`config.mk`:
```
export PLATFORM = sky130hd
export DESIGN_NAME = tsoc_dist
export DESIGN_NICKNAME = d
export VERILOG_FILES = /design/src/rtl/tsoc_pkg.sv /design/src/rtl/tsoc_dist.sv
export SDC_FILE = /design/constraint.sdc
export NUM_CORES = 2
export LEC_CHECK = 0
export BUFFER_PORTS_ARGS = -buffer_cell sky130_fd_sc_hd__buf_2
export CAP_MARGIN = 10
export CORE_MARGIN = 2
export CORE_UTILIZATION = 25
export DETAILED_ROUTE_END_ITERATION = 10
export SLEW_MARGIN = 5
export SYNTH_ARGS = -nofsm -noshare
export SYNTH_HDL_FRONTEND = slang
export SYNTH_SLANG_ARGS = --single-unit
```
`constraint.sdc`:
```
create_clock -name clk -period 10.7 [get_ports clk]
set_input_delay 1.605 -clock clk [delete_from_list [all_inputs] [get_ports clk]]
set_output_delay 1.605 -clock clk [all_outputs]
set_load 0.05 [all_outputs]
```
`src/rtl/tsoc_pkg.sv`:
```
// Package of the three-site overlap check: widths, register indexes, opcodes.
// Depends on nothing.
package tsoc_pkg;
	localparam int MaxMolecules = 1024;
	localparam int CoordWidth = 24;
	localparam int CfgWidth = 48;
	localparam int CountWidth = 11;
	localparam int IndexWidth = 10;
	localparam int CfgIndexWidth = 3;

	localparam logic [CfgIndexWidth-1:0] RegCount = 3'd0;
	localparam logic [CfgIndexWidth-1:0] RegBox = 3'd1;
	localparam logic [CfgIndexWidth-1:0] RegCutHH = 3'd2;
	localparam logic [CfgIndexWidth-1:0] RegCutHL1 = 3'd3;
	localparam logic [CfgIndexWidth-1:0] RegCutHL2 = 3'd4;
	localparam logic [CfgIndexWidth-1:0] RegCutL1L1 = 3'd5;
	localparam logic [CfgIndexWidth-1:0] RegCutL1L2 = 3'd6;
	localparam logic [CfgIndexWidth-1:0] RegCutL2L2 = 3'd7;

	localparam logic OpLoad = 1'b0;
	localparam logic OpCheck = 1'b1;
endpackage

```
`src/rtl/tsoc_dist.sv`:
```
// One pipelined squared minimum-image distance unit with cutoff compare.
// Depends on tsoc_pkg for the default COORD_WIDTH; widths follow COORD_WIDTH.
module tsoc_dist #(
	parameter int COORD_WIDTH = tsoc_pkg::CoordWidth
) (
	input  logic                       clk,
	input  logic                       en,
	input  logic [3*COORD_WIDTH-1:0]   a,
	input  logic [3*COORD_WIDTH-1:0]   b,
	input  logic [COORD_WIDTH-2:0]     box,
	input  logic [2*COORD_WIDTH-1:0]   cut,
	output logic                       close
);
	localparam int DW = COORD_WIDTH + 2;
	localparam int SW = 2 * DW;

	logic signed [DW-1:0] d_s1 [3];
	logic [2*COORD_WIDTH-1:0] cut_s1, cut_s2, cut_s3;
	logic [SW-1:0] sq_s2 [3];
	logic [SW+1:0] sum_s3;

	always_ff @(posedge clk) begin
		if (en) begin
			for (int k = 0; k < 3; k++) begin
				logic signed [DW-1:0] av, bv, d, d2, len;
				av = DW'(signed'(a[k*COORD_WIDTH +: COORD_WIDTH]));
				bv = DW'(signed'(b[k*COORD_WIDTH +: COORD_WIDTH]));
				len = signed'(DW'(box));
				d = bv - av;
				d2 = d <<< 1;
				if (box == '0) d_s1[k] <= d;
				else if (d2 >= len) d_s1[k] <= d - len;
				else if (d2 <= -len) d_s1[k] <= d + len;
				else d_s1[k] <= d;
			end
			cut_s1 <= cut;
			for (int k = 0; k < 3; k++) begin
				logic [DW-1:0] m;
				m = d_s1[k][DW-1] ? DW'(-d_s1[k]) : DW'(d_s1[k]);
				sq_s2[k] <= m * m;
			end
			cut_s2 <= cut_s1;
			sum_s3 <= (SW+2)'(sq_s2[0]) + (SW+2)'(sq_s2[1]) + (SW+2)'(sq_s2[2]);
			cut_s3 <= cut_s2;
			close <= sum_s3 < (SW+2)'(cut_s3);
		end
	end
endmodule

```
==> metrics <==
status=complete, no violations; final worst-path cycle share=94.7%; hpwl dp=224000 um; die area=0.360 mm2; clk root buf=clkbuf_16; Final Skew=0.0676 ns; syn_area_per_cell=9.48 um2; crit end category=flop; num rows=218; vias in the first global route=68000; reg2reg start=d_s1[0][2]; Slew Limit Headroom=12.1%; Final Max Tran Viols=0; core area=0.353 mm2; Yosys reg bits=430; top cells by area, synth=fa_1, edfxtp_1, ha_1, inv_1, nor2_1; RSZ-0062 raised after global routing=no; arrival time at the worst endpoint=10.55 ns; Seq/Total Area, Yosys=14.5%; Final Cell Area=0.0988 mm2; postcts setup bufs=0; Inserted Clock Buffers=54; Final Hold Viols=0; WS Path Type=flop to flop; die height=600 um; Post-DRT Antenna Nets=0; share of layout cells above drive strength 1=6.41%; fmax=0.0987 GHz; number of synthesized flops with an enable pin=430; crit path launch=d_s1[0][2]; Initial DRT Pass Iterations=5; largest net degree at the start of global routing=82; # hold bufs at CTS=0; GPL Wtd Cong=0.940; CP Max Fanout=12; Worst path most repeated cell=fa_1; CTS clk-pin slew, worst paths=0.06 ns; top cell type by total area after synthesis=fa_1; placed inst area=0.0971 mm2; Top FF cell, synth=edfxtp_1; WL final=264000 um; most numerous cell in the Yosys netlist=inv_1; crit-path max cell delay=0.56 ns; vias per std cell=4.50; setup total negative slack=0 ns; CTS tree=done; clock sink count=430; Slowest cell on crit path=fa_1; Cell variety after synth=95; Synth-to-Final Area Change=11.2%; CP required=11.12 ns; Final setup viols=0; Yosys Warn Count=0; Hold Crit Start=cut_s1[40]; Max-Cap Viols=0; ys async rst share=0%; worst skew pair latency=0.70 ns; Clock Path Buffers=3; minimum clock period=10.13 ns; drt drc=0; Die Wd=600 um; via count=65200; IO Pins=218; Netlist Area Pre-Place=0.0888 mm2; Synth top area share=36.1%; initial antenna violation count=23; GRT overflow=0; Port Buffers=217; Least-Margin Pin Slew=1.31 ns; Nets=12500; PostCTS Resize Cnt=0; startpoint types=flop; Initial Util=25.2%; list of most frequent post-synthesis cells=inv_1, fa_1, ha_1; H-tree depth=2; Wirelength per Cell=18.2 um; # fillers=37500; first-pass GRT wire length=404000 um; Hold Path Class=flop to flop; GRT Overall Usage=14.6%; synthesized netlist cell count=9375; Initial DRC Count=4713
==> worst max-delay path, delay by kind of cell (launching register included) <==
family	cells	cell delay, ns
adder cells (fa/ha/maj)	8	3.93
AND/OR/NAND/NOR	7	2.72
XOR/XNOR	2	0.36
flip-flops	1	0.45
AO/OA/AOI/OAI	7	1.87
buffers and inverters	5	0.59
==> stage by stage <==
stage	setup slack (ns)	utilization [%]	hold WS (ns)	cells
global placement	0.355	27.5	0.402	14400
global route	0.0234	28.0	0.424	14500
floorplan	1.00	-	0.400	9436
detailed placement	0.271	27.5	0.405	14400
CTS	0.570	28.0	0.418	14500
finish	0.571	28.0	0.416	14500
==> cells in the final DEF, fill, tap and decap left out, types with 88 or more instances in the layout <==
master	instances
inv_1	2327
buf_4	225
fa_1	1602
ha_1	997
o21ai_0	217
a21o_1	210
nand2b_1	88
xor2_1	129
a21oi_1	412
nor2_1	709
buf_2	216
nand2_1	707
xnor2_1	278
edfxtp_1	430
==> kinds of logic (layout without fill, tap and decap cells) <==
family,count (synthesis),count (layout),share of synthesized area (%)
muxes,26,26,0.321
AOI/OAI and AO/OA,1348,1348,10.0
adders and majority gates,2599,2599,50.1
buffers and inverters,2574,2899,10.9
DFF,430,430,14.5
and+or+nand+nor,1974,1974,9.88
xor gates and xnor gates,422,422,4.18
other,2,71,0.00845
==> state kept, by name (all words and copies together), names as in the netlist <==
register and flops:
close 1, cut_s1 48, cut_s2 48, cut_s3 48
d_s1 78, sq_s2 153, sum_s3 54
==> metal layers <==
layer	vias to the layer above	part of all wire [%]	global-route usage, %
met2	2176	46	23.9
met5	-	0.049	0
met3	391	7.5	2.61
met1	32400	43	19.6
met4	20	3.6	4.73
li1	30200	-	-
==> area by class of cell <==
type	count	area (um2)	area share, %
antenna	8	20.0	0.0203
clock buffer	61	1380	1.39
clock inverter	40	380	0.385
inverter	2356	8850	8.95
multi-input combinational	6432	66600	67.4
sequential	430	12900	13.1
tap	4730	5920	5.99
timing repair buffer	442	2790	2.82
==> final timing paths <==
kind	to	slack, ns	cells after the start
max reg2reg	sq_s2[0][47]	0.57	29
min	cut_s2[40]	0.42	0
min reg2reg	cut_s2[40]	0.42	0
max	sq_s2[0][47]	0.57	29
Power is left out: the tool's default activity adds up to more than one toggle a clock period on the data nets, which glitch-free logic cannot reach.
